### config.mk
export PLATFORM = sky130hd
export DESIGN_NAME = console_line_editor_echo
export DESIGN_NICKNAME = d
export VERILOG_FILES = /design/src/hw/rtl/cle_pkg.sv /design/src/hw/rtl/console_line_editor_echo.sv /design/src/hw/rtl/cle_line.sv /design/src/hw/rtl/cle_seq.sv
export VERILOG_INCLUDE_DIRS = /design/src /design/src/hw/rtl
export SDC_FILE = /design/constraint.sdc
export NUM_CORES = 1
export LEC_CHECK = 0
export ABC_AREA = 0
export BUFFER_PORTS_ARGS = -buffer_cell sky130_fd_sc_hd__buf_2
export CAP_MARGIN = 5
export CELL_PAD_IN_SITES_DETAIL_PLACEMENT = 0
export CELL_PAD_IN_SITES_GLOBAL_PLACEMENT = 1
export CORE_ASPECT_RATIO = 1.1
export CORE_MARGIN = 2
export CORE_UTILIZATION = 49
export DETAILED_ROUTE_END_ITERATION = 6
export HOLD_SLACK_MARGIN = 0.05
export PLACE_DENSITY_LB_ADDON = 0.1
export RECOVER_POWER = 100
export SLEW_MARGIN = 25
export SYNTH_ARGS = -nofsm -noshare
export SYNTH_HDL_FRONTEND = slang
export SYNTH_SLANG_ARGS = --single-unit
### constraint.sdc
create_clock -name i_clk -period 2.9 [get_ports i_clk]
set_input_delay 0 -clock i_clk [delete_from_list [all_inputs] [get_ports i_clk]]
set_output_delay 0 -clock i_clk [all_outputs]
set_load 0.01 [all_outputs]
### src/hw/rtl/console_line_editor_echo_macros.svh
// assertion macros shared by the console line editor modules
// no dependencies; included by the files that carry assertions
`ifndef CONSOLE_LINE_EDITOR_ECHO_MACROS_SVH
`define CONSOLE_LINE_EDITOR_ECHO_MACROS_SVH

// condition holds at every edge out of reset
`define CLE_ASSERT_HOLDS(label, clk, rst_n, cond) \
    label: assert property (@(posedge clk) disable iff (!rst_n) (cond)) \
        else $error("assertion failed: invariant");

// same-cycle implication
`define CLE_ASSERT_IMP(label, clk, rst_n, ante, cons) \
    label: assert property (@(posedge clk) disable iff (!rst_n) (ante) |-> (cons)) \
        else $error("assertion failed: implication");

// next-cycle implication
`define CLE_ASSERT_NEXT(label, clk, rst_n, ante, cons) \
    label: assert property (@(posedge clk) disable iff (!rst_n) (ante) |=> (cons)) \
        else $error("assertion failed: next-cycle implication");

`endif

### src/hw/rtl/cle_pkg.sv
// constants, types and helpers for the console line editor
// no dependencies; used by every module of the block
`timescale 1ns / 1ps
`default_nettype none

package cle_pkg;

    localparam int LINE_DEPTH = 128;
    localparam int ADDR_W     = $clog2(LINE_DEPTH);
    localparam int WPOS_W     = $clog2(LINE_DEPTH + 1);

    localparam int CMD_W  = 2;
    localparam int BYTE_W = 8;
    localparam int IDX_W  = 7;
    localparam int LEN_W  = 8;
    localparam int KIND_W = 2;
    localparam int S_TDATA_W = 16;
    localparam int M_TDATA_W = 16;

    localparam logic [CMD_W-1:0] CMD_RX      = 2'd0;
    localparam logic [CMD_W-1:0] CMD_READ    = 2'd1;
    localparam logic [CMD_W-1:0] CMD_RELEASE = 2'd2;

    localparam logic [KIND_W-1:0] KIND_ECHO  = 2'd0;
    localparam logic [KIND_W-1:0] KIND_READY = 2'd1;
    localparam logic [KIND_W-1:0] KIND_READ  = 2'd2;
    localparam logic [KIND_W-1:0] KIND_BUSY  = 2'd3;

    localparam logic [BYTE_W-1:0] CH_BS = 8'd8;
    localparam logic [BYTE_W-1:0] CH_LF = 8'd10;
    localparam logic [BYTE_W-1:0] CH_CR = 8'd13;
    localparam logic [BYTE_W-1:0] CH_SP = 8'd32;

    localparam logic [LEN_W-1:0] LEN_MAX = {LEN_W{1'b1}};

    // what one accepted item turns into on the output side
    typedef enum logic [2:0] {
        OP_NONE,
        OP_ECHO,
        OP_CRLF,
        OP_CRLF_RDY,
        OP_BS,
        OP_READ,
        OP_BUSY
    } t_op;

    typedef struct packed {
        t_op               op;
        logic [BYTE_W-1:0] data;
        logic [LEN_W-1:0]  len;
    } t_plan;

    function automatic logic [1:0] op_count(input t_op op);
        logic [1:0] n;
        case (op)
            OP_ECHO:     n = 2'd1;
            OP_CRLF:     n = 2'd2;
            OP_CRLF_RDY: n = 2'd3;
            OP_BS:       n = 2'd3;
            OP_READ:     n = 2'd1;
            OP_BUSY:     n = 2'd1;
            default:     n = 2'd0;
        endcase
        return n;
    endfunction

    function automatic logic [LEN_W-1:0] sat_len(input logic [WPOS_W-1:0] w);
        logic [LEN_W-1:0] r;
        if (32'(w) > 32'(LEN_MAX)) begin
            r = LEN_MAX;
        end else begin
            r = LEN_W'(w);
        end
        return r;
    endfunction

endpackage

`default_nettype wire

### src/hw/rtl/console_line_editor_echo.sv
// top level of the console line editor with echo
// holds the report-enable register and joins cle_line and cle_seq; uses cle_pkg
//
// channel   dir  valid/ready                       tuser     tdata (low bit up)
// s_axis    in   i_s_axis_tvalid/o_s_axis_tready   cmd       rx_byte, read_index, pad
// m_axis    out  o_m_axis_tvalid/i_m_axis_tready   kind      out_byte, line_length
// cfg       in   i_cfg_wr_en                       -         line_reports_enabled
//
// an item is decoded and applied to the line state in its accept cycle
// results leave one per cycle: 1 result for echo/read/busy, 2 for CR LF
// without a report, 3 for CR LF with line ready or for backspace
// the output register stalls on i_m_axis_tready; a new item enters as the last
// result of the previous one moves into the output register
// synchronous active-low reset clears the write position, held flag and
// sequencer; the line store has no reset
`timescale 1ns / 1ps
`default_nettype none

module console_line_editor_echo (
    input  wire logic                          i_clk,
    input  wire logic                          i_rst_n,
    input  wire logic                          i_s_axis_tvalid,
    output logic                               o_s_axis_tready,
    input  wire logic [cle_pkg::S_TDATA_W-1:0] i_s_axis_tdata,  // rx_byte, read_index, zero
    input  wire logic [cle_pkg::CMD_W-1:0]     i_s_axis_tuser,  // cmd
    output logic                               o_m_axis_tvalid,
    input  wire logic                          i_m_axis_tready,
    output logic [cle_pkg::M_TDATA_W-1:0]      o_m_axis_tdata,  // out_byte, line_length
    output logic [cle_pkg::KIND_W-1:0]         o_m_axis_tuser,  // kind
    output logic                               o_m_axis_tlast,
    input  wire logic                          i_cfg_wr_en,
    input  wire logic                          i_cfg_wr_data
);
    import cle_pkg::*;

    logic              r_reports_en;
    logic              seq_free;
    logic              accept;
    t_plan             plan;
    logic [BYTE_W-1:0] rd_data;
    logic [BYTE_W-1:0] out_byte;
    logic [LEN_W-1:0]  out_len;

    always_ff @(posedge i_clk) begin
        if (!i_rst_n) begin
            r_reports_en <= 1'b1;
        end else if (i_cfg_wr_en) begin
            r_reports_en <= i_cfg_wr_data;
        end
    end

    assign o_s_axis_tready = seq_free;
    assign accept          = i_s_axis_tvalid && seq_free;

    cle_line u_line (
        .i_clk        (i_clk),
        .i_rst_n      (i_rst_n),
        .i_load       (accept),
        .i_cmd        (i_s_axis_tuser),
        .i_rx_byte    (i_s_axis_tdata[BYTE_W-1:0]),
        .i_read_index (i_s_axis_tdata[BYTE_W+IDX_W-1:BYTE_W]),
        .i_reports_en (r_reports_en),
        .o_plan       (plan),
        .o_rd_data    (rd_data)
    );

    cle_seq u_seq (
        .i_clk     (i_clk),
        .i_rst_n   (i_rst_n),
        .i_load    (accept),
        .i_plan    (plan),
        .i_rd_data (rd_data),
        .o_free    (seq_free),
        .o_valid   (o_m_axis_tvalid),
        .i_ready   (i_m_axis_tready),
        .o_kind    (o_m_axis_tuser),
        .o_data    (out_byte),
        .o_len     (out_len),
        .o_last    (o_m_axis_tlast)
    );

    assign o_m_axis_tdata = {out_len, out_byte};

endmodule

`default_nettype wire

### src/hw/rtl/cle_line.sv
// line state: write position, held flag and the line store
// decodes each accepted item into an output plan; uses cle_pkg
`timescale 1ns / 1ps
`default_nettype none

module cle_line (
    input  wire logic                       i_clk,
    input  wire logic                       i_rst_n,
    input  wire logic                       i_load,
    input  wire logic [cle_pkg::CMD_W-1:0]  i_cmd,
    input  wire logic [cle_pkg::BYTE_W-1:0] i_rx_byte,
    input  wire logic [cle_pkg::IDX_W-1:0]  i_read_index,
    input  wire logic                       i_reports_en,
    output cle_pkg::t_plan                  o_plan,
    output logic [cle_pkg::BYTE_W-1:0]      o_rd_data
);
    import cle_pkg::*;

    logic [BYTE_W-1:0] r_mem [LINE_DEPTH];
    logic [BYTE_W-1:0] r_rd_data;
    logic              r_rd_ok;
    logic [WPOS_W-1:0] r_wpos;
    logic [WPOS_W-1:0] n_wpos;
    logic              r_pending;
    logic              n_pending;
    logic              wr_en;
    logic              is_eol;
    logic              rd_in_range;

    assign is_eol      = (i_rx_byte == CH_CR) || (i_rx_byte == CH_LF);
    assign rd_in_range = 32'(i_read_index) < 32'(LINE_DEPTH);

    always_comb begin
        n_wpos      = r_wpos;
        n_pending   = r_pending;
        wr_en       = 1'b0;
        o_plan.op   = OP_NONE;
        o_plan.data = i_rx_byte;
        o_plan.len  = sat_len(r_wpos);
        case (i_cmd)
            CMD_READ: begin
                o_plan.op = OP_READ;
            end
            CMD_RELEASE: begin
                if (r_pending) begin
                    n_pending = 1'b0;
                    n_wpos    = '0;
                end
            end
            CMD_RX: begin
                if (r_pending) begin
                    o_plan.op = OP_BUSY;
                end else if (is_eol) begin
                    if (i_reports_en) begin
                        o_plan.op = OP_CRLF_RDY;
                        n_pending = 1'b1;
                    end else begin
                        o_plan.op = OP_CRLF;
                        n_wpos    = '0;
                    end
                end else if (i_rx_byte == CH_BS) begin
                    if (r_wpos != '0) begin
                        o_plan.op = OP_BS;
                        n_wpos    = r_wpos - 1'b1;
                    end
                end else if (32'(r_wpos) < 32'(LINE_DEPTH)) begin
                    o_plan.op = OP_ECHO;
                    wr_en     = 1'b1;
                    n_wpos    = r_wpos + 1'b1;
                end
            end
            default: begin
                o_plan.op = OP_NONE;
            end
        endcase
    end

    always_ff @(posedge i_clk) begin
        if (!i_rst_n) begin
            r_wpos    <= '0;
            r_pending <= 1'b0;
        end else if (i_load) begin
            r_wpos    <= n_wpos;
            r_pending <= n_pending;
        end
    end

    // line store, no reset; read data held until the next read item
    always_ff @(posedge i_clk) begin
        if (i_load && wr_en) begin
            r_mem[r_wpos[ADDR_W-1:0]] <= i_rx_byte;
        end
        if (i_load && (i_cmd == CMD_READ)) begin
            r_rd_data <= r_mem[ADDR_W'(i_read_index)];
            r_rd_ok   <= rd_in_range;
        end
    end

    assign o_rd_data = r_rd_ok ? r_rd_data : '0;

endmodule

`default_nettype wire

### src/hw/rtl/cle_seq.sv
// result sequencer: holds one plan and steps it out through the output register
// uses cle_pkg and the shared assertion macros
`timescale 1ns / 1ps
`default_nettype none

`include "console_line_editor_echo_macros.svh"

module cle_seq (
    input  wire logic                       i_clk,
    input  wire logic                       i_rst_n,
    input  wire logic                       i_load,
    input  wire cle_pkg::t_plan             i_plan,
    input  wire logic [cle_pkg::BYTE_W-1:0] i_rd_data,
    output logic                            o_free,
    output logic                            o_valid,
    input  wire logic                       i_ready,
    output logic [cle_pkg::KIND_W-1:0]      o_kind,
    output logic [cle_pkg::BYTE_W-1:0]      o_data,
    output logic [cle_pkg::LEN_W-1:0]       o_len,
    output logic                            o_last
);
    import cle_pkg::*;

    t_plan             r_plan;
    logic [1:0]        r_rem;
    logic [1:0]        r_step;
    logic              r_valid;
    logic [KIND_W-1:0] r_kind;
    logic [BYTE_W-1:0] r_data;
    logic [LEN_W-1:0]  r_len;
    logic              r_last;
    logic [KIND_W-1:0] n_kind;
    logic [BYTE_W-1:0] n_data;
    logic [LEN_W-1:0]  n_len;
    logic              out_adv;
    logic              emit;

    assign out_adv = !r_valid || i_ready;
    assign emit    = out_adv && (r_rem != 2'd0);
    assign o_free  = (r_rem == 2'd0) || ((r_rem == 2'd1) && out_adv);

    always_comb begin
        n_kind = KIND_ECHO;
        n_data = '0;
        n_len  = '0;
        case (r_plan.op)
            OP_ECHO: begin
                n_data = r_plan.data;
            end
            OP_CRLF, OP_CRLF_RDY: begin
                if (r_step == 2'd0) begin
                    n_data = CH_CR;
                end else if (r_step == 2'd1) begin
                    n_data = CH_LF;
                end else begin
                    n_kind = KIND_READY;
                    n_len  = r_plan.len;
                end
            end
            OP_BS: begin
                n_data = (r_step == 2'd1) ? CH_SP : CH_BS;
            end
            OP_READ: begin
                n_kind = KIND_READ;
                n_data = i_rd_data;
            end
            OP_BUSY: begin
                n_kind = KIND_BUSY;
            end
            default: begin
                n_kind = KIND_ECHO;
            end
        endcase
    end

    always_ff @(posedge i_clk) begin
        if (!i_rst_n) begin
            r_valid <= 1'b0;
            r_rem   <= 2'd0;
            r_step  <= 2'd0;
        end else begin
            if (out_adv) begin
                r_valid <= (r_rem != 2'd0);
            end
            if (emit) begin
                r_rem  <= r_rem - 2'd1;
                r_step <= r_step + 2'd1;
            end
            if (i_load) begin
                r_rem  <= op_count(i_plan.op);
                r_step <= 2'd0;
            end
        end
    end

    always_ff @(posedge i_clk) begin
        if (i_load) begin
            r_plan <= i_plan;
        end
        if (emit) begin
            r_kind <= n_kind;
            r_data <= n_data;
            r_len  <= n_len;
            r_last <= (r_rem == 2'd1);
        end
    end

    assign o_valid = r_valid;
    assign o_kind  = r_kind;
    assign o_data  = r_data;
    assign o_len   = r_len;
    assign o_last  = r_last;

    `CLE_ASSERT_IMP(a_rem_le_count, i_clk, i_rst_n, r_rem != 2'd0, r_rem <= op_count(r_plan.op))
    `CLE_ASSERT_IMP(a_load_when_free, i_clk, i_rst_n, i_load, o_free)
    `CLE_ASSERT_NEXT(a_rem_steps, i_clk, i_rst_n, emit && !i_load, r_rem == $past(r_rem) - 2'd1)
    `CLE_ASSERT_NEXT(a_final_marked, i_clk, i_rst_n, emit && (r_rem == 2'd1), r_valid && r_last)

endmodule

`default_nettype wire
==> run summary, run 1 <==
number of clock sinks - 1,085
worst endpoint required time - 3.28 ns
clock period minus worst slack - 2.80 ns
worst clock skew on the final layout - 0.0172 ns
synthesized-area fraction occupied by ao, oa, aoi and oai cells - 5.64%
master cell of the clock root buffer - clkbuf_16
net count after synthesis - 2,530
stages on the worst setup path - 10
clock tree from TritonCTS - yes
Final setup viols - 0
Seq cells post-synth - 1,085
Synth-to-Final Area Change - 15.6%
peak per-stage delay on the critical path - 0.67 ns
count of flip-flops with a built-in enable after synthesis - 1,070
critical path startpoint category - flop
total negative slack for setup checks - 0 ns
combined area of the multi-input logic cells - 9840 sq um
hold-fix buffers at CTS - 15
First-pass DRT Iterations - 5
Die Span Y - 314 um
number of buffers created by CTS - 109
top cells by count, synth - edfxtp_1, mux2i_1, nor2_1, mux2_2, clkbuf_1
run status - finished, violations left
hold-critical path depth - 2
most frequently used flop master after synthesis - edfxtp_1
Die Footprint - 89,800 sq um
Critical Path, Cell by Cell - inv_1, ha_1, nand2_1, a2bb2oi_1, or4b_1, nor3_2, nand3_2, buf_6, nor2_1, buf_4
final-report hold violation count - 0
deepest clock path buffer count - 3
last weighted congestion value of the routability-driven placer - 0.841
clock input transition at the sequential cells of the worst setup and hold paths - 0.06 ns
number of nets at the end of the flow - 2,838
multiplexer share of the synthesized area - 11.6%
wire length after detailed routing - 111 mm
dominant combinational cell family by area after synthesis - multiplexers
power per cell area - 672 nW/um^2
Crit-path slowest cell - or4b_1
Synth Area in XOR/XNOR - 0.143%
Antenna Cells - 0
antenna-violating nets left - 0
number of levels the H-tree was split into - 3
largest vdd supply drop - 0.471 mV
buffer count from post-CTS setup fixing - 0
insertion delay of the later-clocked pin in the worst-skew pair - 0.68 ns
global-route wire length before repair - 161 mm
vias after detailed routing - 23,399
number of design rule violations left after detail routing - 0
number of antenna violations at the first check in global routing - 1
number of gates given a new drive strength after cts - 0
fraction of the mapped netlist area in simple logic gates - 5.25%
period utilization - 96.6%
share of cells above drive strength 1 - 20.4%
average wire length per cell after detail routing - 27.6 um
asr flop ratio synth - 0%
dominant delay contributor by cell family on the critical path - simple AND/OR/NAND/NOR gates
slew at the pin closest to its max-slew limit - 2.38 ns
Max Clk Rate - 357 MHz
Congestion Overflow GR - 0
largest cells by area after synthesis - edfxtp_1, mux2i_1, mux2_2
vias per std cell - 5.79
MaxCap Viol Count - 10
Post-Syn Area per Cell - 17.1 sq um
post-detailed-placement half-perimeter wirelength - 71.3 mm
Starting DRT DRC Count - 1,906
Max-Slew Margin vs Limit - -58.8%
Tot GR Track Use - 24.8%
Syn. warnings - 0
part of the Yosys area used for sequential elements - 75.7%
fill cell count - 6,788
area of the core - 86,500 sq um
most common cell in the synthesized netlist - edfxtp_1
Initial Utilization - 49.5%
worst-path fanout max - 16
count of input and output buffers - 43
unrepaired setup endpoints after global routing - false
cell count of the worst reg-to-reg path - 10
leading area contributor after synthesis - edfxtp_1
WP data arrival - 3.18 ns
start-to-end type of the worst setup path - reg2reg
site row count - 113
via count of the first global-routing pass - 23,671
crit path buf inv count - 3
x dimension of the die - 286 um
Layout Utilization - 57.2%
Post-Synthesis Cell Area - 42,800 sq um
Crit. End Element - flop
pin count of the biggest net entering global routing - 129
area fraction of the dominant cell type after synthesis - 75.0%
static leakage - 16.7 nW
register area - 32,400 sq um
number of I/O pins - 45
post-synth cell types - 51
violations in the final reports - max-capacitance violations, max-slew violations
final max-slew violation count - 640
worst min-delay path category - in2reg
adder-cell area share of the yosys netlist - 0.234%
Synth Instances - 2,498
==> cell families after synthesis <==
group | Yosys count
compound gates | 324
xor+xnor | 7
fa+ha+maj | 8
buf+inv | 153
flops | 1085
mux | 476
simple gates | 445
==> routing by layer <==
layer,wire [um],share of wire (%),up-vias,GRT usage (%)
li1,-,-,10581,-
met1,47500,43,12043,33.5
met2,56400,51,642,42.8
met3,5460,4.9,133,3.32
met4,2090,1.9,0,5.90
met5,0,0,-,0
==> final cells by class <==
class                      instances  area share (%)
inverter                          11          0.0834
tap                             1150            2.91
clock inverter                    65            1.05
clock buffer                     132            5.77
multi-input combinational       1260            19.9
timing repair buffer             339            4.81
sequential                      1085            65.5
==> stage by stage <==
step | hold slack, ns | worst slack (ns) | instances | area, sq um | power, mW
after floorplan | 0.0989 | 0.139 | 2498 | 42800 | 19.2
after global placement | 0.222 | 0.157 | 3830 | 46500 | 20.3
after detailed placement | 0.223 | 0.130 | 3830 | 46500 | 20.3
after CTS | 0.0581 | 0.117 | 4042 | 50000 | 33.6
after global routing | 0.267 | 0.00244 | 4042 | 49500 | 34.3
final | 0.252 | 0.0990 | 4042 | 49500 | 33.3
==> registers in the layout, summed over array words and instances (netlist names), 2 cells and up <==
signal and flops:
u_seq.r_step 2, u_seq.o_len 8, u_line.r_rd_data 8, u_seq.r_rem 2, u_line.r_wpos 8, u_seq.r_plan 19, u_seq.o_data 8, u_line.r_mem 1024
u_seq.o_kind 2
==> report_power, final <==
part	total [mW]	internal, mW	switching, mW
combinational	2.15	0.705	1.44
clock	13.4	7.60	5.78
sequential	17.7	17.6	0.129
total	33.3	25.9	7.36
==> path summary, 6_finish.rpt <==
path,from,endpoint,slack (ns)
setup / recovery,u_seq.r_rem[1],u_line.r_mem[126][1],0.1
hold / removal,i_s_axis_tdata[1],u_line.r_mem[63][1],0.25
setup reg to reg,u_seq.r_rem[1],u_line.r_mem[126][1],0.1
hold reg to reg,u_seq.r_step[1],u_seq.r_step[1],0.50
==> layout by cell type, fill, tap and decap left out, types with 9 or more instances in the layout <==
| cell type | n |
|---|---|
| nor4_1 | 57 |
| o2bb2ai_1 | 28 |
| clkbuf_2 | 102 |
| a21oi_1 | 22 |
| nand4_1 | 41 |
| a211oi_1 | 46 |
| a22o_1 | 84 |
| clkinv_2 | 27 |
| buf_2 | 32 |
| mux2_2 | 148 |
| nor2b_1 | 54 |
| buf_12 | 25 |
| edfxtp_1 | 1070 |
| o22ai_1 | 60 |
| clkbuf_16 | 111 |
| nor3_1 | 9 |
| dfxtp_1 | 15 |
| clkinv_1 | 21 |
| buf_4 | 88 |
| a22oi_1 | 42 |
| mux2i_1 | 325 |
| clkbuf_1 | 75 |
| nor2_1 | 155 |
| nand3_1 | 16 |
| o21ai_0 | 19 |
| clkbuf_4 | 18 |
| dlygate4sd3_1 | 15 |
| inv_1 | 11 |
| nand2_1 | 63 |
No activity file was read; power rests on OpenSTA's default activity.
==> inputs of run 2 (changes only) <==
--- a/config.mk
+++ b/config.mk
@@ -8,12 +8,12 @@
 export LEC_CHECK = 0
 export ABC_AREA = 0
 export BUFFER_PORTS_ARGS = -buffer_cell sky130_fd_sc_hd__buf_2
-export CAP_MARGIN = 5
+export CAP_MARGIN = 20
 export CELL_PAD_IN_SITES_DETAIL_PLACEMENT = 0
 export CELL_PAD_IN_SITES_GLOBAL_PLACEMENT = 1
 export CORE_ASPECT_RATIO = 1.1
 export CORE_MARGIN = 2
-export CORE_UTILIZATION = 49
+export CORE_UTILIZATION = 50
 export DETAILED_ROUTE_END_ITERATION = 6
 export HOLD_SLACK_MARGIN = 0.05
 export PLACE_DENSITY_LB_ADDON = 0.1
@@ -21,4 +21,5 @@
 export SLEW_MARGIN = 25
 export SYNTH_ARGS = -nofsm -noshare
 export SYNTH_HDL_FRONTEND = slang
+export SYNTH_HIERARCHICAL = 1
 export SYNTH_SLANG_ARGS = --single-unit
==> run 2 against run 1 <==
Compared with the run above:
- the run still ends with max-capacitance violations, max-slew violations left
- non-clock buffer count is 194 lower
- core utilization is 0.20 points higher
- synthesized area is 1.3% lower
- largest cell class unchanged
- largest power group unchanged
==> run summary, run 2 <==
Congestion Overflow GR - 0 (unchanged)
top cells by count, synth - edfxtp_1, mux4_2, nor2_1, mux2i_1, nand2_1
WP data arrival - 3.23 ns (+0.05 ns)
count of placed standard cells including taps - 3,304 (-14%)
clock period minus worst slack - 2.89 ns (+0.0932 ns)
number of nets at the end of the flow - 2,335 (-18%)
clock input transition at the sequential cells of the worst setup and hold paths - 0.06 ns (about the same)
adder-cell area share of the yosys netlist - 0.296% (+0.062 points)
total negative slack for setup checks - 0 ns (unchanged)
site row count - 111 (-1.8%)
Sw Pwr - 7.15 mW (-2.8%)
run status - finished, violations left
count of flip-flops with a built-in enable after synthesis - 1,070 (unchanged)
start-to-end type of the worst setup path - in2reg
most frequently used flop master after synthesis - edfxtp_1
largest vdd supply drop - 0.511 mV (+8.5%)
buffer count from post-CTS setup fixing - 0 (unchanged)
number of flip-flops in the largest register - 1,024 (unchanged)
worst-path fanout max - 16 (unchanged)
deepest clock path buffer count - 3 (unchanged)
combinational power share - 6.2% (-0.3 points)
number of levels the H-tree was split into - 3 (unchanged)
unrepaired setup endpoints after global routing - true
Seq cells post-synth - 1,085 (unchanged)
combined area of the multi-input logic cells - 9390 sq um (-4.5%)
Crit. End Element - flop
multiplexer share of the synthesized area - 13.5% (+1.9 points)
Starting DRT DRC Count - 2,036 (+6.8%)
Synth Area in XOR/XNOR - 0.124% (-0.019 points)
area fraction of the dominant cell type after synthesis - 76.0% (+1.0 points)
x dimension of the die - 281 um (-1.6%)
dominant combinational cell family by area after synthesis - multiplexers
most common cell in the synthesized netlist - edfxtp_1
leading area contributor after synthesis - edfxtp_1
antenna-violating nets left - 0 (unchanged)
slew at the pin closest to its max-slew limit - 1.93 ns (-0.453 ns)
Int Power - 26.1 mW (+0.68%)
power per cell area - 694 nW/um^2 (+3.2%)
pin count of the biggest net entering global routing - 98 (-24%)
switching fraction of total power - 21.5% (-0.60 points)
Syn. warnings - 6 (+6)
Die Footprint - 86,900 sq um (-3.3%)
Max-Slew Margin vs Limit - -28.6% (+30 points)
Synth-to-Final Area Change - 13.4%
post-synth cell types - 62 (+22%)
number of I/O pins - 45 (unchanged)
synthesized-area fraction occupied by ao, oa, aoi and oai cells - 3.88% (-1.8 points)
via count of the first global-routing pass - 21,421 (-9.5%)
share of cells above drive strength 1 - 22.4% (+2.0 points)
clock tree from TritonCTS - yes
area of the core - 83,500 sq um (-3.5%)
fraction of the mapped netlist area in simple logic gates - 3.99% (-1.3 points)
post-detailed-placement half-perimeter wirelength - 61.7 mm (-14%)
final-report hold violation count - 0 (unchanged)
worst endpoint required time - 3.24 ns (-0.04 ns)
last weighted congestion value of the routability-driven placer - 0.792 (-5.8%)
worst clock skew on the final layout - 0.0191 ns (+0.00192 ns)
Max Clk Rate - 346 MHz (-3.2%)
number of clock sinks - 1,085 (unchanged)
Initial Utilization - 50.6% (+1.1 points)
register area - 32,400 sq um (unchanged)
number of buffers created by CTS - 107 (-1.8%)
Post-Syn Area per Cell - 19.5 sq um (+14%)
Tot GR Track Use - 23.2% (-1.5 points)
Post-Synthesis Cell Area - 42,300 sq um (-1.3%)
vias after detailed routing - 21,017 (-10%)
Antenna Cells - 0 (unchanged)
Die Span Y - 309 um (-1.7%)
largest cells by area after synthesis - edfxtp_1, mux4_2, mux2i_1
First-pass DRT Iterations - 7 (+2)
commonest non-fill, non-tap cells in the layout - edfxtp_1, mux4_2, mux2i_1
net count after synthesis - 2,203 (-13%)
static leakage - 15.3 nW (-8.7%)
Synth Instances - 2,169 (-13%)
vias per std cell - 5.97 (+3.2%)
global-route wire length before repair - 145 mm (-10%)
count of input and output buffers - 43 (unchanged)
power share of the clock group - 40.6% (+0.4 points)
master cell of the clock root buffer - clkbuf_16
worst min-delay path category - in2reg
asr flop ratio synth - 0% (unchanged)
critical path startpoint category - primary input
proportion of power drawn by flip-flops and latches - 53.2% (about the same)
insertion delay of the later-clocked pin in the worst-skew pair - 0.67 ns (about the same)
period utilization - 99.8% (+3.2 points)
number of antenna violations at the first check in global routing - 1 (unchanged)
MaxCap Viol Count - 6 (-4)
final non-filler cell total - 3,518 (-13%)
wire length after detailed routing - 99.7 mm (-11%)
average wire length per cell after detail routing - 28.4 um (+2.8%)
number of design rule violations left after detail routing - 0 (unchanged)
most common cell after layout, fill and taps aside - edfxtp_1
part of the Yosys area used for sequential elements - 76.7% (+1.0 points)
final max-slew violation count - 277 (-57%)
violations in the final reports - max-capacitance violations, max-slew violations
fill cell count - 6,224 (-8.3%)
Final setup viols - 0 (unchanged)
==> run 2: cell types whose count changed after synthesis, sizes merged, moves of 22 or more <==
cell | before | now
mux4 | 0 | 192
mux2i | 325 | 136
mux2 | 151 | 2
a22o | 84 | 0
nand2 | 63 | 120
nor4 | 58 | 8
nor2b | 54 | 10
nand4 | 41 | 5
o2bb2ai | 28 | 0
clkbuf | 85 | 62
a22oi | 42 | 64
==> run 2: layout make-up <==
| class | instances | area share, % |
|---|---|---|
| multi-input cells | 951 | 19.6 |
| well taps | 1130 | 2.95 |
| repair buffers | 145 | 2.57 |
| flip-flops and latches | 1085 | 67.7 |
| clock inverters | 53 | 1.13 |
| inverters | 11 | 0.0888 |
| clock buffers | 143 | 5.98 |
==> run 2: path summary, 6_finish.rpt <==
kind                                   startpoint             endpoint  cells after the start  slack, ns
worst min-delay path              i_s_axis_tvalid     u_seq/r_plan[18]                      3       0.09
worst min register to register   u_line/r_wpos[6]     u_line/r_wpos[6]                      2       0.49
worst max-delay path            i_s_axis_tdata[5]  u_line/r_mem[31][0]                     10      0.006
worst max register to register     u_seq/r_rem[0]  u_line/r_mem[66][1]                     11       0.06
==> run 2: kinds of logic after synthesis <==
logic type	Yosys count
flip-flops	1085
AND/OR/NAND/NOR	372
multiplexers	330
AO/OA/AOI/OAI	233
buffers and inverters	133
adder cells (fa/ha/maj)	10
XOR/XNOR	6
==> run 2: what timing repair did <==
| action | CTS | global route |
|---|---|---|
| hold endpoints to repair | 226 | 0 |
| hold buffers | 18 | 0 |
| setup endpoints to repair | 0 | 529 |
| gates resized for setup | 0 | 66 |
==> run 2: critical path, stage by stage <==
cell and delay (ns):
dlygate4sd3_1 0.53, clkbuf_1 0.17, or3b_1 0.56, or4b_4 0.55, buf_4 0.18, ha_1 0.19
clkbuf_2 0.16, nand4_1 0.11, buf_4 0.42, nor2_1 0.32
==> run 2: per-stage QoR <==
| step | hold slack [ns] | power, mW | cell area [sq um] | util [%] | setup WS, ns |
|---|---|---|---|---|---|
| 2_1_floorplan | 0.0619 | 19.1 | 42300 | - | -0.0595 |
| 3_3_place_gp | 0.218 | 20.1 | 44300 | 53.1 | 0.0374 |
| 5_1_grt | 0.0752 | 34.3 | 47900 | 57.4 | -0.0829 |
| 3_5_place_dp | 0.223 | 20.2 | 44300 | 53.1 | 0.0301 |
| 4_1_cts | 0.0501 | 33.6 | 47900 | 57.4 | 0.00906 |
| 6_report | 0.0893 | 33.2 | 47900 | 57.4 | 0.00585 |
==> run 2: metal layers <==
layer  track usage, %  vias up  part of all wire, %
li1                 -     9115                    -
met1             32.3    11152                   42
met2             38.1      619                   50
met3             3.67      131                  5.3
met4             7.39        0                  2.6
met5                0        -                    0
==> run 2: power groups by stage <==
stage | Sequential (mW) | Combinational, mW | Clock, mW
after global routing | 17.7 | 2.22 | 14.3
after floorplan | 18.0 | 1.06 | 0
after global placement | 18.0 | 2.12 | 0
after CTS | 17.7 | 2.17 | 13.8
after detailed placement | 18.0 | 2.14 | 0
final | 17.7 | 2.06 | 13.5
==> inputs of run 3 (changes only) <==
--- a/config.mk
+++ b/config.mk
@@ -18,6 +18,7 @@
 export HOLD_SLACK_MARGIN = 0.05
 export PLACE_DENSITY_LB_ADDON = 0.1
 export RECOVER_POWER = 100
+export REMOVE_ABC_BUFFERS = 1
 export SLEW_MARGIN = 25
 export SYNTH_ARGS = -nofsm -noshare
 export SYNTH_HDL_FRONTEND = slang
==> run 3 against run 2 <==
Compared with the run above:
- the run still ends with max-capacitance violations, max-slew violations left
- sequential power barely moved
- worst hold slack improved by 0.12 ns
- first-iteration DRC count rose by 3.6%
- cell count rose by 0.94%
- worst setup slack improved by 0.15 ns
- die area did not move
- non-clock buffer count rose by 25
- cell area rose by 0.77%
- critical path type unchanged
- core utilization rose by 0.44 points
- register-to-register slack improved by 0.12 ns
- global-route usage fell by 0.22 points
- power barely moved
==> run summary, run 3 (synthesis results as in run 2) <==
total chip power - 33.2 mW (about the same)
worst endpoint required time - 3.28 ns (+0.04 ns)
insertion delay of the later-clocked pin in the worst-skew pair - 0.69 ns (+0.02 ns)
post-detailed-placement half-perimeter wirelength - 61.8 mm (+0.13%)
Initial Utilization - 50.6% (unchanged)
number of design rule violations left after detail routing - 0 (unchanged)
number of I/O pins - 45 (unchanged)
critical path startpoint category - primary input
number of buffers created by CTS - 108 (+0.93%)
global-route wire length before repair - 144 mm (-0.31%)
First-pass DRT Iterations - 5 (-2)
Die Span Y - 309 um (unchanged)
Max Clk Rate - 365 MHz (+5.5%)
proportion of power drawn by flip-flops and latches - 53.2% (about the same)
buffer count from post-CTS setup fixing - 0 (unchanged)
number of flip-flops in the largest register - 1,024 (unchanged)
start-to-end type of the worst setup path - in2reg
largest vdd supply drop - 0.462 mV (-9.6%)
x dimension of the die - 281 um (unchanged)
final-report hold violation count - 0 (unchanged)
wire length after detailed routing - 99.0 mm (-0.77%)
Max-Slew Margin vs Limit - -24.3% (+4.3 points)
Int Power - 26.0 mW (-0.20%)
via count of the first global-routing pass - 21,432 (+0.051%)
commonest non-fill, non-tap cells in the layout - edfxtp_1, mux4_2, mux2i_1
Congestion Overflow GR - 0 (unchanged)
master cell of the clock root buffer - clkbuf_16
number of nets at the end of the flow - 2,361 (+1.1%)
switching fraction of total power - 21.6% (+0.14 points)
WP data arrival - 3.12 ns (-0.11 ns)
worst-path fanout max - 8 (-8)
share of cells above drive strength 1 - 25.0% (+2.6 points)
combined area of the multi-input logic cells - 9470 sq um (+0.87%)
power share of the clock group - 40.6% (about the same)
clock input transition at the sequential cells of the worst setup and hold paths - 0.06 ns (about the same)
count of input and output buffers - 43 (unchanged)
vias per std cell - 5.96 (-0.32%)
Tot GR Track Use - 23.0% (-0.22 points)
static leakage - 15.4 nW (+1.1%)
average wire length per cell after detail routing - 27.9 um (-1.7%)
placed cell areas - 44,500 sq um (+0.46%)
power per cell area - 688 nW/um^2 (-0.78%)
slew at the pin closest to its max-slew limit - 1.86 ns (-0.0641 ns)
Sw Pwr - 7.19 mW (+0.65%)
clock tree from TritonCTS - yes
combinational power share - 6.2% (about the same)
clock period minus worst slack - 2.74 ns (-0.152 ns)
worst min-delay path category - in2reg
final max-slew violation count - 147 (-47%)
area of the core - 83,500 sq um (unchanged)
pin count of the biggest net entering global routing - 91 (-7.1%)
number of antenna violations at the first check in global routing - 2 (+1)
Crit. End Element - flop
Final setup viols - 0 (unchanged)
number of clock sinks - 1,085 (unchanged)
antenna-violating nets left - 0 (unchanged)
Synth-to-Final Area Change - 14.3%
register area - 32,400 sq um (unchanged)
unrepaired setup endpoints after global routing - true
vias after detailed routing - 21,147 (+0.62%)
violations in the final reports - max-capacitance violations, max-slew violations
last weighted congestion value of the routability-driven placer - 0.877 (+11%)
Die Footprint - 86,900 sq um (unchanged)
worst clock skew on the final layout - 0.0200 ns (+0.000875 ns)
most common cell after layout, fill and taps aside - edfxtp_1
MaxCap Viol Count - 2 (-4)
period utilization - 94.6% (-5.2 points)
fill cell count - 6,201 (-0.37%)
post-route standard cell area excluding fillers - 48,300 sq um (+0.77%)
deepest clock path buffer count - 3 (unchanged)
total negative slack for setup checks - 0 ns (unchanged)
Starting DRT DRC Count - 2,109 (+3.6%)
number of levels the H-tree was split into - 3 (unchanged)
site row count - 111 (unchanged)
run status - finished, violations left
-- run 3: changes by cell type in the layout (fill, tap and decap cells not counted), moves of 5 or more --
cell      previous run  this run
nor2_1              85        48
nor2_2              72       109
buf_4               45        63
clkbuf_1            65        53
clkinv_2            16        27
clkbuf_2             8        13
clkinv_1            20        25
-- run 3: final timing paths --
kind	start	endpoint	slack [ns]	cells past startpoint
setup / recovery	i_s_axis_tdata[3]	u_line/r_mem[88][6]	0.16	11
hold / removal	i_rst_n	u_seq/r_rem[0]	0.21	3
setup reg to reg	u_seq/r_rem[0]	u_line/r_mem[70][4]	0.18	12
hold reg to reg	u_line/r_wpos[5]	u_seq/r_plan[5]	0.48	0
-- run 3: timing repair --
item                                   in CTS  in global routing
resized for setup                           0                109
setup endpoints to repair                   0                844
endpoints found under the hold margin     333                  0
hold buffers                               19                  0
-- run 3: final cells by class --
type                    instances  area share, %
flip-flops and latches       1085           67.2
multi-input cells             951           19.6
clock buffers                 132           5.85
repair buffers                170           3.02
well taps                    1130           2.93
clock inverters                71           1.33
inverters                      11         0.0881
diodes                          1        0.00518
-- run 3: through the flow --
step | util [%] | hold WS, ns | std cells | setup slack (ns)
after global placement | 53.3 | 0.220 | 3328 | 0.124
after floorplan | - | 0.0619 | 2047 | -0.296
after detailed placement | 53.3 | 0.226 | 3328 | 0.0740
after global routing | 57.8 | 0.222 | 3550 | -0.00118
after CTS | 57.7 | 0.166 | 3550 | 0.0467
final | 57.9 | 0.209 | 3551 | 0.158
-- run 3: power groups by stage --
stage          combinational (mW)  sequential, mW  clock (mW)
3_5_place_dp                 2.13            18.0           0
5_1_grt                      2.22            17.7        14.4
2_1_floorplan               0.872            18.1           0
4_1_cts                      2.15            17.7        13.8
3_3_place_gp                 2.11            18.0           0
6_report                     2.05            17.7        13.5
-- run 3: metal layers --
layer  GRT usage [%]  part of all wire [%]  up-vias  wire length [um]
met5               0                     0        -                 0
met3            3.20                   6.2      106              6130
met2            37.5                    49      724             48300
met4            6.04                   1.9        0              1920
li1                -                     -     9181                 -
met1            33.1                    43    11136             42600
-- run 3: worst max-delay path, stage by stage --
cell and delay [ns]:
dlygate4sd3_1 0.52, clkbuf_1 0.28, or3b_4 0.46, or4b_4 0.52, buf_4 0.19, ha_1 0.19, and3b_2 0.25, nand2_4 0.12
clkbuf_2 0.25, nor2_1 0.09, clkbuf_2 0.24
